## config.mk

```make
export PLATFORM = sky130hd
export DESIGN_NAME = julian_seconds_to_civil_time
export DESIGN_NICKNAME = d
export VERILOG_FILES = /design/src/sv/jsct_pkg.sv /design/src/sv/julian_seconds_to_civil_time.sv /design/src/sv/jsct_day_split.sv /design/src/sv/jsct_tod.sv /design/src/sv/jsct_date.sv
export VERILOG_INCLUDE_DIRS = /design/src /design/src/sv
export SDC_FILE = /design/constraint.sdc
export NUM_CORES = 2
export LEC_CHECK = 0
export BUFFER_PORTS_ARGS = -buffer_cell sky130_fd_sc_hd__buf_2
export CORE_MARGIN = 4
export CORE_UTILIZATION = 45
export CTS_CLUSTER_DIAMETER = 30
export DETAILED_ROUTE_END_ITERATION = 12
export GPL_TIMING_DRIVEN = 0
export PLACE_DENSITY = 0.56
export SLEW_MARGIN = 20
export SYNTH_ARGS = -nofsm -noshare
export SYNTH_HDL_FRONTEND = slang
export SYNTH_SLANG_ARGS = --single-unit
```

## constraint.sdc

```tcl
create_clock -name clock -period 7.85 [get_ports clock]
set_input_delay 1.57 -clock clock [delete_from_list [all_inputs] [get_ports clock]]
set_output_delay 1.57 -clock clock [all_outputs]
set_load 0.02 [all_outputs]
```

## src/sv/julian_seconds_to_civil_time_assert.svh

```systemverilog
// julian_seconds_to_civil_time_assert.svh: assertion macros for the converter.
// No dependencies; define ASSERT_OFF to compile the checks out.
`ifndef JULIAN_SECONDS_TO_CIVIL_TIME_ASSERT_SVH
`define JULIAN_SECONDS_TO_CIVIL_TIME_ASSERT_SVH

`ifndef ASSERT_OFF

// Same-cycle implication, checked at every rising clock edge outside reset.
`define JSCT_ASSERT_IMP(label, clk, rst, ante, cons, msg) \
   label: assert property (@(posedge clk) disable iff (rst) (ante) |-> (cons)) \
      else $error(msg);

// Next-cycle implication, checked at every rising clock edge outside reset.
`define JSCT_ASSERT_NXT(label, clk, rst, ante, cons, msg) \
   label: assert property (@(posedge clk) disable iff (rst) (ante) |=> (cons)) \
      else $error(msg);

`else

`define JSCT_ASSERT_IMP(label, clk, rst, ante, cons, msg)
`define JSCT_ASSERT_NXT(label, clk, rst, ante, cons, msg)

`endif

`endif

```

## src/sv/jsct_pkg.sv

```systemverilog
`timescale 1ns / 1ps
// jsct_pkg: widths, reciprocal constants, status codes and field structs
// shared by all modules of the Julian seconds to civil time converter.
package jsct_pkg;

   // Input and intermediate widths
   localparam int unsigned SECS_W    = 39;
   localparam int unsigned SUM_W     = 40;
   localparam int unsigned DAY_NUM_W = 24;
   localparam int unsigned TOD_W     = 17;
   localparam int unsigned Z_W       = 23;
   localparam int unsigned DOE_W     = 18;

   // Half a day: Julian days start at noon
   localparam logic [SUM_W-1:0] TOD_BIAS = 40'd43200;

   // 86400 = 128 * 675; divide by 675 in a high and a low step
   localparam logic [9:0]  DAY_FRAC = 10'd675;
   localparam int unsigned XH_SH    = 31;
   localparam logic [21:0] XH_M     = 22'((64'd1 << XH_SH) / 64'd675 + 64'd1);
   localparam int unsigned V2_SH    = 32;
   localparam logic [22:0] V2_M     = 23'((64'd1 << V2_SH) / 64'd675 + 64'd1);

   // Day number of 1900-01-01 (noon-based, plus one) and shift to 0000-03-01
   localparam logic [DAY_NUM_W-1:0] DAY_BIAS = 24'd2415021;
   localparam logic [DAY_NUM_W-1:0] Z_OFS    = 24'd1721120;

   // Time of day
   localparam logic [TOD_W-1:0] SECS_PER_HOUR = 17'd3600;
   localparam int unsigned      HOUR_SH       = 29;
   localparam logic [17:0]      HOUR_M        = 18'((64'd1 << HOUR_SH) / 64'd3600 + 64'd1);
   localparam logic [11:0]      SECS_PER_MIN  = 12'd60;
   localparam int unsigned      MIN_SH        = 18;
   localparam logic [12:0]      MIN_M         = 13'((64'd1 << MIN_SH) / 64'd60 + 64'd1);

   // Calendar: 400-year eras and the corrections inside one era
   localparam logic [Z_W-1:0] ERA_DAYS = 23'd146097;
   localparam int unsigned    ERA_SH   = 41;
   localparam logic [23:0]    ERA_M    = 24'((64'd1 << ERA_SH) / 64'd146097 + 64'd1);
   localparam int unsigned    C4_SH    = 29;
   localparam logic [18:0]    C4_M     = 19'((64'd1 << C4_SH) / 64'd1460 + 64'd1);
   localparam int unsigned    C100_SH  = 34;
   localparam logic [18:0]    C100_M   = 19'((64'd1 << C100_SH) / 64'd36524 + 64'd1);
   localparam int unsigned    C400_SH  = 36;
   localparam logic [18:0]    C400_M   = 19'((64'd1 << C400_SH) / 64'd146096 + 64'd1);
   localparam int unsigned    Y_SH     = 27;
   localparam logic [18:0]    Y_M      = 19'((64'd1 << Y_SH) / 64'd365 + 64'd1);

   localparam logic [DOE_W-1:0] DAYS_PER_YEAR = 18'd365;
   localparam logic [13:0]      YEARS_PER_ERA = 14'd400;
   localparam logic [13:0]      MIN_YEAR      = 14'd1900;
   localparam logic [13:0]      MAX_YEAR      = 14'd9999;
   localparam logic [3:0]       MARCH_BASED   = 4'd10;

   // First day of each month in a year that starts on March 1
   localparam logic [8:0] MONTH_START [12] = '{
      9'd0, 9'd31, 9'd61, 9'd92, 9'd122, 9'd153,
      9'd184, 9'd214, 9'd245, 9'd275, 9'd306, 9'd337
   };

   // Pipeline alignment of the time-of-day branch to the calendar branch
   localparam int unsigned TOD_ALIGN = 6;

   // Status codes
   localparam logic [1:0] STATUS_OK     = 2'd0;
   localparam logic [1:0] STATUS_BEFORE = 2'd1;
   localparam logic [1:0] STATUS_AFTER  = 2'd2;

   typedef struct packed {
      logic [4:0] hour;
      logic [5:0] minute;
      logic [5:0] sec;
   } tod_fields_type;

   typedef struct packed {
      logic [13:0] year;
      logic [3:0]  month;
      logic [4:0]  dom;
      logic [1:0]  status;
   } date_fields_type;

endpackage

```

## src/sv/julian_seconds_to_civil_time.sv

```systemverilog
`timescale 1ns / 1ps
// julian_seconds_to_civil_time: top level of the Julian seconds to civil time converter.
// Depends on jsct_pkg, jsct_day_split, jsct_tod, jsct_date and the assert header.
//
// Channel    Ports                              Handshake
// request    start, busy, req_julian_secs       taken at an edge with start && !busy
// response   rsp_valid, rsp_year .. rsp_status  one-cycle strobe, no back-pressure
//
// One transaction enters every cycle while busy is low; the pipeline is fully overlapped.
// A result strobes once its request has passed 5 stages of the
// day/second split and 10 stages of the calendar path. The time-of-day path
// takes 4 stages and is delayed by 6 more to line up with the calendar path.
// busy is high only while reset is high; reset clears every valid bit and
// drops whatever was in flight. The receiver cannot stall, so nothing holds.
`include "julian_seconds_to_civil_time_assert.svh"

module julian_seconds_to_civil_time (
   input  logic        clock,
   input  logic        reset,
   input  logic        start,
   output logic        busy,
   input  logic [38:0] req_julian_secs,
   output logic        rsp_valid,
   output logic [13:0] rsp_year,
   output logic [3:0]  rsp_month,
   output logic [4:0]  rsp_day_of_month,
   output logic [4:0]  rsp_hour,
   output logic [5:0]  rsp_minute,
   output logic [5:0]  rsp_second_of_minute,
   output logic [1:0]  rsp_status
);

   logic                            req_accept;
   logic                            split_valid;
   logic [jsct_pkg::DAY_NUM_W-1:0]  split_day_num;
   logic [jsct_pkg::TOD_W-1:0]      split_tod;
   jsct_pkg::tod_fields_type        tod_fields;
   jsct_pkg::tod_fields_type        tod_dly_ff [jsct_pkg::TOD_ALIGN];
   logic                            date_valid;
   jsct_pkg::date_fields_type       date_fields;

   // Hold off requests only while reset flushes the pipeline
   assign busy       = reset;
   assign req_accept = start && !busy;

   jsct_day_split u_day_split (
      .clock       (clock),
      .reset       (reset),
      .in_valid    (req_accept),
      .in_secs     (req_julian_secs),
      .out_valid   (split_valid),
      .out_day_num (split_day_num),
      .out_tod     (split_tod)
   );

   jsct_tod u_tod (
      .clock      (clock),
      .in_tod     (split_tod),
      .out_fields (tod_fields)
   );

   jsct_date u_date (
      .clock      (clock),
      .reset      (reset),
      .in_valid   (split_valid),
      .in_day_num (split_day_num),
      .out_valid  (date_valid),
      .out_date   (date_fields)
   );

   // Delay the time fields so they leave with the matching date
   always_ff @(posedge clock) begin
      tod_dly_ff[0] <= tod_fields;
      for (int i = 1; i < jsct_pkg::TOD_ALIGN; i++) begin
         tod_dly_ff[i] <= tod_dly_ff[i-1];
      end
   end

   assign rsp_valid            = date_valid;
   assign rsp_year             = date_fields.year;
   assign rsp_month            = date_fields.month;
   assign rsp_day_of_month     = date_fields.dom;
   assign rsp_status           = date_fields.status;
   assign rsp_hour             = tod_dly_ff[jsct_pkg::TOD_ALIGN-1].hour;
   assign rsp_minute           = tod_dly_ff[jsct_pkg::TOD_ALIGN-1].minute;
   assign rsp_second_of_minute = tod_dly_ff[jsct_pkg::TOD_ALIGN-1].sec;

   `JSCT_ASSERT_IMP(a_time_range, clock, reset, rsp_valid, rsp_hour <= 5'd23 && rsp_minute <= 6'd59 && rsp_second_of_minute <= 6'd59, "time of day out of range")
   `JSCT_ASSERT_IMP(a_status_code, clock, reset, rsp_valid, rsp_status == jsct_pkg::STATUS_OK || rsp_status == jsct_pkg::STATUS_BEFORE || rsp_status == jsct_pkg::STATUS_AFTER, "undefined status code")
   `JSCT_ASSERT_IMP(a_february, clock, reset, rsp_valid && rsp_status == jsct_pkg::STATUS_OK && rsp_month == 4'd2, rsp_day_of_month <= 5'd29, "February day out of range")

endmodule

```

## src/sv/jsct_day_split.sv

```systemverilog
`timescale 1ns / 1ps
// jsct_day_split: five-stage split of Julian seconds into day number and second of day.
// Depends on jsct_pkg and julian_seconds_to_civil_time_assert.svh.
`include "julian_seconds_to_civil_time_assert.svh"

module jsct_day_split (
   input  logic                           clock,
   input  logic                           reset,
   input  logic                           in_valid,
   input  logic [jsct_pkg::SECS_W-1:0]    in_secs,
   output logic                           out_valid,
   output logic [jsct_pkg::DAY_NUM_W-1:0] out_day_num,
   output logic [jsct_pkg::TOD_W-1:0]     out_tod
);

   logic [4:0]  valid_ff, valid_in;

   logic [39:0] a_ff, a_in;
   logic [20:0] xh_ff, xh_in;
   logic [42:0] p1_ff, p1_in;
   logic [18:0] lo2_ff;
   logic [11:0] qh_ff, qh_in;
   logic [9:0]  rh_ff, rh_in;
   logic [18:0] lo3_ff;
   logic [21:0] v2_ff, v2_in;
   logic [44:0] p2_ff, p2_in;
   logic [11:0] qh4_ff;
   logic [6:0]  lo4_ff;
   logic [23:0] q_ff, q_in;
   logic [16:0] tod_ff, tod_in;

   logic [21:0] rh_full;
   logic [11:0] q2;
   logic [21:0] r2_full;

   assign valid_in = {valid_ff[3:0], in_valid};

   always_comb begin
      a_in    = {1'b0, in_secs} + jsct_pkg::TOD_BIAS;
      xh_in   = a_ff[39:19];
      p1_in   = 43'(xh_in) * 43'(jsct_pkg::XH_M);
      qh_in   = p1_ff[42:31];
      rh_full = {1'b0, xh_ff} - 22'(qh_in) * 22'(jsct_pkg::DAY_FRAC);
      rh_in   = rh_full[9:0];
      v2_in   = {rh_ff, lo3_ff[18:7]};
      p2_in   = 45'(v2_in) * 45'(jsct_pkg::V2_M);
      q2      = p2_ff[43:32];
      r2_full = v2_ff - 22'(q2) * 22'(jsct_pkg::DAY_FRAC);
      tod_in  = {r2_full[9:0], lo4_ff};
      q_in    = {qh4_ff, q2};
   end

   always_ff @(posedge clock) begin
      if (reset) begin
         valid_ff <= '0;
      end else begin
         valid_ff <= valid_in;
      end
   end

   always_ff @(posedge clock) begin
      a_ff   <= a_in;
      xh_ff  <= xh_in;
      p1_ff  <= p1_in;
      lo2_ff <= a_ff[18:0];
      qh_ff  <= qh_in;
      rh_ff  <= rh_in;
      lo3_ff <= lo2_ff;
      v2_ff  <= v2_in;
      p2_ff  <= p2_in;
      qh4_ff <= qh_ff;
      lo4_ff <= lo3_ff[6:0];
      q_ff   <= q_in;
      tod_ff <= tod_in;
   end

   assign out_valid   = valid_ff[4];
   assign out_day_num = q_ff;
   assign out_tod     = tod_ff;

   `JSCT_ASSERT_IMP(a_rem_hi_range, clock, reset, valid_ff[2], rh_ff < 10'd675, "high remainder out of range")
   `JSCT_ASSERT_IMP(a_quot_hi_range, clock, reset, valid_ff[2], qh_ff <= 12'd3106, "high quotient out of range")
   `JSCT_ASSERT_IMP(a_tod_range, clock, reset, valid_ff[4], tod_ff < 17'd86400, "second of day out of range")

endmodule

```

## src/sv/jsct_tod.sv

```systemverilog
`timescale 1ns / 1ps
// jsct_tod: four-stage split of the second of day into hour, minute and second.
// Depends on jsct_pkg.

module jsct_tod (
   input  logic                           clock,
   input  logic [jsct_pkg::TOD_W-1:0]     in_tod,
   output jsct_pkg::tod_fields_type       out_fields
);

   logic [34:0] ph_ff, ph_in;
   logic [16:0] tod_ff;
   logic [4:0]  hour7_ff, hour7_in;
   logic [11:0] remh7_ff, remh7_in;
   logic [24:0] pm_ff, pm_in;
   logic [4:0]  hour8_ff;
   logic [11:0] remh8_ff;
   jsct_pkg::tod_fields_type fields_ff, fields_in;

   logic [16:0] remh_full;
   logic [11:0] sec_full;

   always_comb begin
      ph_in     = 35'(in_tod) * 35'(jsct_pkg::HOUR_M);
      hour7_in  = ph_ff[33:29];
      remh_full = tod_ff - 17'(hour7_in) * jsct_pkg::SECS_PER_HOUR;
      remh7_in  = remh_full[11:0];
      pm_in     = 25'(remh7_ff) * 25'(jsct_pkg::MIN_M);
      fields_in.hour   = hour8_ff;
      fields_in.minute = pm_ff[23:18];
      sec_full         = remh8_ff - 12'(fields_in.minute) * jsct_pkg::SECS_PER_MIN;
      fields_in.sec    = sec_full[5:0];
   end

   always_ff @(posedge clock) begin
      ph_ff     <= ph_in;
      tod_ff    <= in_tod;
      hour7_ff  <= hour7_in;
      remh7_ff  <= remh7_in;
      pm_ff     <= pm_in;
      hour8_ff  <= hour7_ff;
      remh8_ff  <= remh7_ff;
      fields_ff <= fields_in;
   end

   assign out_fields = fields_ff;

endmodule

```

## src/sv/jsct_date.sv

```systemverilog
`timescale 1ns / 1ps
// jsct_date: ten-stage conversion of a day number into Gregorian year, month and day.
// Depends on jsct_pkg and julian_seconds_to_civil_time_assert.svh.
`include "julian_seconds_to_civil_time_assert.svh"

module jsct_date (
   input  logic                           clock,
   input  logic                           reset,
   input  logic                           in_valid,
   input  logic [jsct_pkg::DAY_NUM_W-1:0] in_day_num,
   output logic                           out_valid,
   output jsct_pkg::date_fields_type      out_date
);

   logic [9:0]  valid_ff, valid_in;

   // Stage 6
   logic        before6_ff, before6_in;
   logic [22:0] z6_ff, z6_in;
   // Stage 7
   logic        before7_ff;
   logic [22:0] z7_ff;
   logic [46:0] pe7_ff, pe7_in;
   // Stage 8
   logic        before8_ff;
   logic [4:0]  era8_ff, era8_in;
   logic [17:0] doe8_ff, doe8_in;
   // Stage 9
   logic        before9_ff;
   logic [4:0]  era9_ff;
   logic [17:0] doe9_ff;
   logic [36:0] p4_ff, p4_in, p100_ff, p100_in, p400_ff, p400_in;
   // Stage 10
   logic        before10_ff;
   logic [4:0]  era10_ff;
   logic [17:0] doe10_ff;
   logic [17:0] t10_ff, t10_in;
   // Stage 11
   logic        before11_ff;
   logic [4:0]  era11_ff;
   logic [17:0] doe11_ff;
   logic [36:0] py11_ff, py11_in;
   // Stage 12
   logic        before12_ff;
   logic [4:0]  era12_ff;
   logic [17:0] doe12_ff;
   logic [8:0]  yoe12_ff, yoe12_in;
   // Stage 13
   logic        before13_ff;
   logic [8:0]  doy13_ff, doy13_in;
   logic [13:0] ybase13_ff, ybase13_in;
   // Stage 14
   logic        before14_ff;
   logic [8:0]  doy14_ff;
   logic [13:0] ybase14_ff;
   logic [3:0]  mp14_ff, mp14_in;
   // Stage 15
   jsct_pkg::date_fields_type date_ff, date_in;

   logic [23:0] z_full;
   logic [22:0] doe_full;
   logic [1:0]  cent;
   logic [17:0] yday_base;
   logic [17:0] doy_full;
   logic [8:0]  dom_full;
   logic [13:0] year;
   logic [3:0]  month;

   assign valid_in = {valid_ff[8:0], in_valid};

   always_comb begin
      before6_in = in_day_num < jsct_pkg::DAY_BIAS;
      z_full     = in_day_num - jsct_pkg::Z_OFS;
      z6_in      = z_full[22:0];

      pe7_in     = 47'(z6_ff) * 47'(jsct_pkg::ERA_M);

      era8_in    = pe7_ff[45:41];
      doe_full   = z7_ff - 23'(era8_in) * jsct_pkg::ERA_DAYS;
      doe8_in    = doe_full[17:0];

      p4_in      = 37'(doe8_ff) * 37'(jsct_pkg::C4_M);
      p100_in    = 37'(doe8_ff) * 37'(jsct_pkg::C100_M);
      p400_in    = 37'(doe8_ff) * 37'(jsct_pkg::C400_M);

      // Remove the leap days of the era before dividing by the year length
      t10_in     = doe9_ff - 18'(p4_ff[35:29]) + 18'(p100_ff[36:34]) - 18'(p400_ff[36]);

      py11_in    = 37'(t10_ff) * 37'(jsct_pkg::Y_M);

      yoe12_in   = py11_ff[35:27];

      // Century years inside the era: yoe is below 400
      cent       = 2'(yoe12_ff >= 9'd100) + 2'(yoe12_ff >= 9'd200) + 2'(yoe12_ff >= 9'd300);
      yday_base  = 18'(yoe12_ff) * jsct_pkg::DAYS_PER_YEAR + 18'(yoe12_ff[8:2]) - 18'(cent);
      doy_full   = doe12_ff - yday_base;
      doy13_in   = doy_full[8:0];
      ybase13_in = 14'(era12_ff) * jsct_pkg::YEARS_PER_ERA + 14'(yoe12_ff);
   end

   // Month from March: the last month whose first day is not after doy
   always_comb begin
      mp14_in = '0;
      for (int k = 1; k < 12; k++) begin
         if (doy13_ff >= jsct_pkg::MONTH_START[k]) begin
            mp14_in = 4'(k);
         end
      end
   end

   always_comb begin
      dom_full = doy14_ff - jsct_pkg::MONTH_START[mp14_ff] + 9'd1;
      // January and February belong to the next civil year
      if (mp14_ff < jsct_pkg::MARCH_BASED) begin
         month = mp14_ff + 4'd3;
         year  = ybase14_ff;
      end else begin
         month = mp14_ff - 4'd9;
         year  = ybase14_ff + 14'd1;
      end
      priority if (before14_ff) begin
         date_in = '{year: '0, month: '0, dom: '0, status: jsct_pkg::STATUS_BEFORE};
      end else if (year > jsct_pkg::MAX_YEAR) begin
         date_in = '{year: '0, month: '0, dom: '0, status: jsct_pkg::STATUS_AFTER};
      end else begin
         date_in = '{year: year, month: month, dom: dom_full[4:0],
                     status: jsct_pkg::STATUS_OK};
      end
   end

   always_ff @(posedge clock) begin
      if (reset) begin
         valid_ff <= '0;
      end else begin
         valid_ff <= valid_in;
      end
   end

   always_ff @(posedge clock) begin
      before6_ff  <= before6_in;
      z6_ff       <= z6_in;
      before7_ff  <= before6_ff;
      z7_ff       <= z6_ff;
      pe7_ff      <= pe7_in;
      before8_ff  <= before7_ff;
      era8_ff     <= era8_in;
      doe8_ff     <= doe8_in;
      before9_ff  <= before8_ff;
      era9_ff     <= era8_ff;
      doe9_ff     <= doe8_ff;
      p4_ff       <= p4_in;
      p100_ff     <= p100_in;
      p400_ff     <= p400_in;
      before10_ff <= before9_ff;
      era10_ff    <= era9_ff;
      doe10_ff    <= doe9_ff;
      t10_ff      <= t10_in;
      before11_ff <= before10_ff;
      era11_ff    <= era10_ff;
      doe11_ff    <= doe10_ff;
      py11_ff     <= py11_in;
      before12_ff <= before11_ff;
      era12_ff    <= era11_ff;
      doe12_ff    <= doe11_ff;
      yoe12_ff    <= yoe12_in;
      before13_ff <= before12_ff;
      doy13_ff    <= doy13_in;
      ybase13_ff  <= ybase13_in;
      before14_ff <= before13_ff;
      doy14_ff    <= doy13_ff;
      ybase14_ff  <= ybase13_ff;
      mp14_ff     <= mp14_in;
      date_ff     <= date_in;
   end

   assign out_valid = valid_ff[9];
   assign out_date  = date_ff;

   `JSCT_ASSERT_IMP(a_zero_on_error, clock, reset, valid_ff[9] && date_ff.status != jsct_pkg::STATUS_OK, date_ff.year == 14'd0 && date_ff.month == 4'd0 && date_ff.dom == 5'd0, "date fields not cleared on error status")
   `JSCT_ASSERT_IMP(a_date_range, clock, reset, valid_ff[9] && date_ff.status == jsct_pkg::STATUS_OK, date_ff.month >= 4'd1 && date_ff.month <= 4'd12 && date_ff.dom >= 5'd1 && date_ff.dom <= 5'd31 && date_ff.year >= jsct_pkg::MIN_YEAR && date_ff.year <= jsct_pkg::MAX_YEAR, "date out of range")
   `JSCT_ASSERT_NXT(a_before_kept, clock, reset, valid_ff[8] && before14_ff, date_ff.status == jsct_pkg::STATUS_BEFORE, "early input lost its status")

endmodule

```

==> metrics <==
Yosys Warn Count 0; post-synth top area cell ha_1; Post-DP Area 0.0683 sq mm; Die ar. 0.152 sq mm; max incr delay on CP 0.77 ns; diode count 0; CTS clk-pin slew, worst paths 0.05 ns; Layout Nets 8,816; CTS tree built; CP Buf/Inv Count 6; status complete, no violations; Post-synth EDFFs 0; setup TNS 0 ns; Final HPWL DP 111 mm; Initial Util 45.4%; total CTS buffers 136; Post-Syn Area 0.0655 sq mm; WP depth 23; CP Launch Type register; hold_sp tod_dly_ff[0][13]; Worst path slowest cell dfxtp_1; max-slew violation count 0; worst skew pair latency 0.74 ns; DRC Markers 0; Worst Hold Class register to register; CP top delay family adder cells; Slew HR 25.1%; Setup Crit Path Kind register to register; Hold Violations, Final 0; initial antenna violation count 5; final worst path period need 7.41 ns; GRT overflow 0; TritonRoute pass-1 iters 5; maximum buffer depth of the clock tree 3; cells after synthesis 6,057; Least-Margin Pin Slew 1.12 ns; peak fanout along the critical path 8; final worst-path cycle share 94.4%; crit-path cells inv_1, ha_1, inv_1, fa_1, inv_1, fa_1, inv_1, fa_1, inv_1, fa_1, inv_1, fa_1, fa_1, ha_1, a21o_1, a21o_1, a21oi_1, o221ai_1, a32o_1, a21oi_1, a2111oi_2, or4_1, nand3_1; Antenna Violating Nets Remaining 0; Worst EP arrival 8.04 ns; row count 139; Area contributors post-synth ha_1 30%, fa_1 29%, dfxtp_1 20%, inv_1 9.3%, xnor2_1 2.4%; Core Area 0.144 sq mm; WL final 130 mm; Top FF cell, synth dfxtp_1; largest net degree at the start of global routing 17; Yosys top cell area share 29.7%; Die W 390 um; PortBufs 85; Worst Path Required 8.48 ns; Vias/cell 4.76; RR Startpoint u_date.z6_ff[6]; GRT Overall Usage 18.2%; CTS Hold Buffers Added 0; post-synth cell types 69; Avg Cell Area, Syn 10.8 sq um; Clock Skew 0.0556 ns; Critical Path Source u_date.z6_ff[6]; clock sink total 649; share of cells above drive strength 1 5.68%; sequential fraction of the synthesis area 19.8%; Final Instance Area 0.0735 sq mm; Fillers 13,064; Clock Tree Root clkbuf_16; I/O Pins 86; fraction of synthesis flops using an asynchronous set or reset pin 0%; Worst R2R Path Depth 23; # setup viols final 0; Max Clock Freq 135 MHz; initial DRC count 1,520; area grow syn2layout 12.2%; Critical Path Sink Type register; syn_nets 8,593; Vias 39,489; per-cell routed wire length 15.7 um; max cap viols 0; Hold Path Depth 0; Die Y 390 um; Fin Hold WS 0.281 ns; H-tree Lvls 4; first-pass GRT wire length 221 mm; routability cong. 0.856; RSZ-0062 raised after global routing false; vias in the first global route 42,765; #FFs+latches synth 649
## placed cells by master (no fill, tap or decap), types with 22 or more instances in the layout
cell type	instances
a21o_1	86
a21oi_1	155
buf_2	88
bufinv_16	22
clkbuf_16	136
dfxtp_1	647
fa_1	939
ha_1	1555
inv_1	1619
nand2_1	118
nand3_1	54
nand4_1	22
nor2_1	150
nor2b_1	34
nor3_1	46
o21a_1	25
o21ai_0	75
o21bai_1	25
xnor2_1	182
xor2_1	80
## timing repair
action / in CTS / in global routing
endpoints found under the setup margin: 0 / 2
setup buffers: 0 / 0
hold endpoints to repair: 0 / 0
gates resized for setup: 0 / 1
## registers in the layout, indices dropped and copies added, names as in the netlist, 14 cells and up
register / cells
u_day_split.a_ff: 40
u_date.ybase13_ff: 14
u_day_split.lo3_ff: 19
u_date.t10_ff: 18
u_date.out_date: 25
u_date.doe9_ff: 18
u_date.z6_ff: 23
u_day_split.lo2_ff: 19
u_day_split.out_day_num: 24
u_date.z7_ff: 18
u_date.doe8_ff: 18
tod_dly_ff: 102
u_tod.out_fields: 17
u_day_split.out_tod: 17
u_date.ybase14_ff: 14
## metal layers
metal,up-vias,track usage [%],wire [um]
met5,-,0,0
met4,0,3.97,2270
met3,132,2.63,4230
met2,490,30.0,60500
met1,19300,25.6,63200
li1,19567,-,-
## synthesized netlist by cell type, types with 4 or more instances
cell / instances
nand2_1: 118
a21boi_0: 7
nand3_1: 54
o2111ai_1: 6
mux2_2: 4
xnor2_1: 182
a31oi_1: 21
o21a_1: 25
nor2_1: 150
o211ai_1: 18
a31o_2: 9
nand4_1: 22
nor3b_1: 5
a211o_1: 5
a21o_1: 86
o311ai_0: 5
ha_1: 1555
clkbuf_1: 7
dfxtp_1: 649
and2_1: 7
o211a_1: 4
xor2_1: 80
or3_1: 11
and3_1: 20
nor2b_1: 34
nor3_1: 46
nand2b_1: 21
or2_2: 8
a2111oi_0: 7
inv_1: 1619
o31ai_1: 7
a311oi_1: 6
o21ai_0: 75
a21oi_1: 155
o21bai_1: 25
fa_1: 939
a211oi_1: 12
## kinds of logic after synthesis
logic type | after synthesis | share of synthesized area (%)
adder cells (fa/ha/maj) | 2494 | 58.4
buffers and inverters | 1630 | 9.35
XOR/XNOR | 262 | 3.50
AND/OR/NAND/NOR | 508 | 3.68
multiplexers | 6 | 0.0993
AO/OA/AOI/OAI | 508 | 5.15
flip-flops | 649 | 19.8
## path summary, 6_finish.rpt
| path | to | slack, ns |
|---|---|---|
| worst max register to register | u_date.pe7_ff[45] | 0.44 |
| worst min register to register | tod_dly_ff[1][13] | 0.28 |
| worst min-delay path | tod_dly_ff[1][13] | 0.28 |
| worst max-delay path | u_date.pe7_ff[45] | 0.44 |
## stage by stage
| step | cells | setup WS [ns] | util [%] |
|---|---|---|---|
| final | 8296 | 0.440 | 51.0 |
| after floorplan | 6057 | 1.63 | - |
| after detailed placement | 8045 | 0.229 | 47.4 |
| after CTS | 8296 | 0.146 | 51.0 |
| after global routing | 8296 | 0.126 | 51.0 |
| after global placement | 8045 | -0.0821 | 47.4 |
## worst reg2reg max path, delay by kind of cell, from the launching register on
family          cells  cell delay, ns
fa+ha+maj           8            3.68
flops               1            0.77
compound gates      7            1.75
simple gates        2            0.65
buf+inv             6            0.49
## cell type report
| type | instances | area (sq um) | share of cell area [%] |
|---|---|---|---|
| multi-input cells | 3778 | 46400 | 63.2 |
| flip-flops and latches | 649 | 13000 | 17.7 |
| inverters | 1619 | 6080 | 8.27 |
| clock buffers | 162 | 3670 | 5.00 |
| well taps | 1903 | 2380 | 3.24 |
| clock inverters | 89 | 1480 | 2.01 |
| repair buffers | 85 | 425 | 0.579 |
| plain buffers | 11 | 48.8 | 0.0664 |
Power is left out: the tool's default activity adds up to more than one toggle a clock period on the data nets, which glitch-free logic cannot reach.
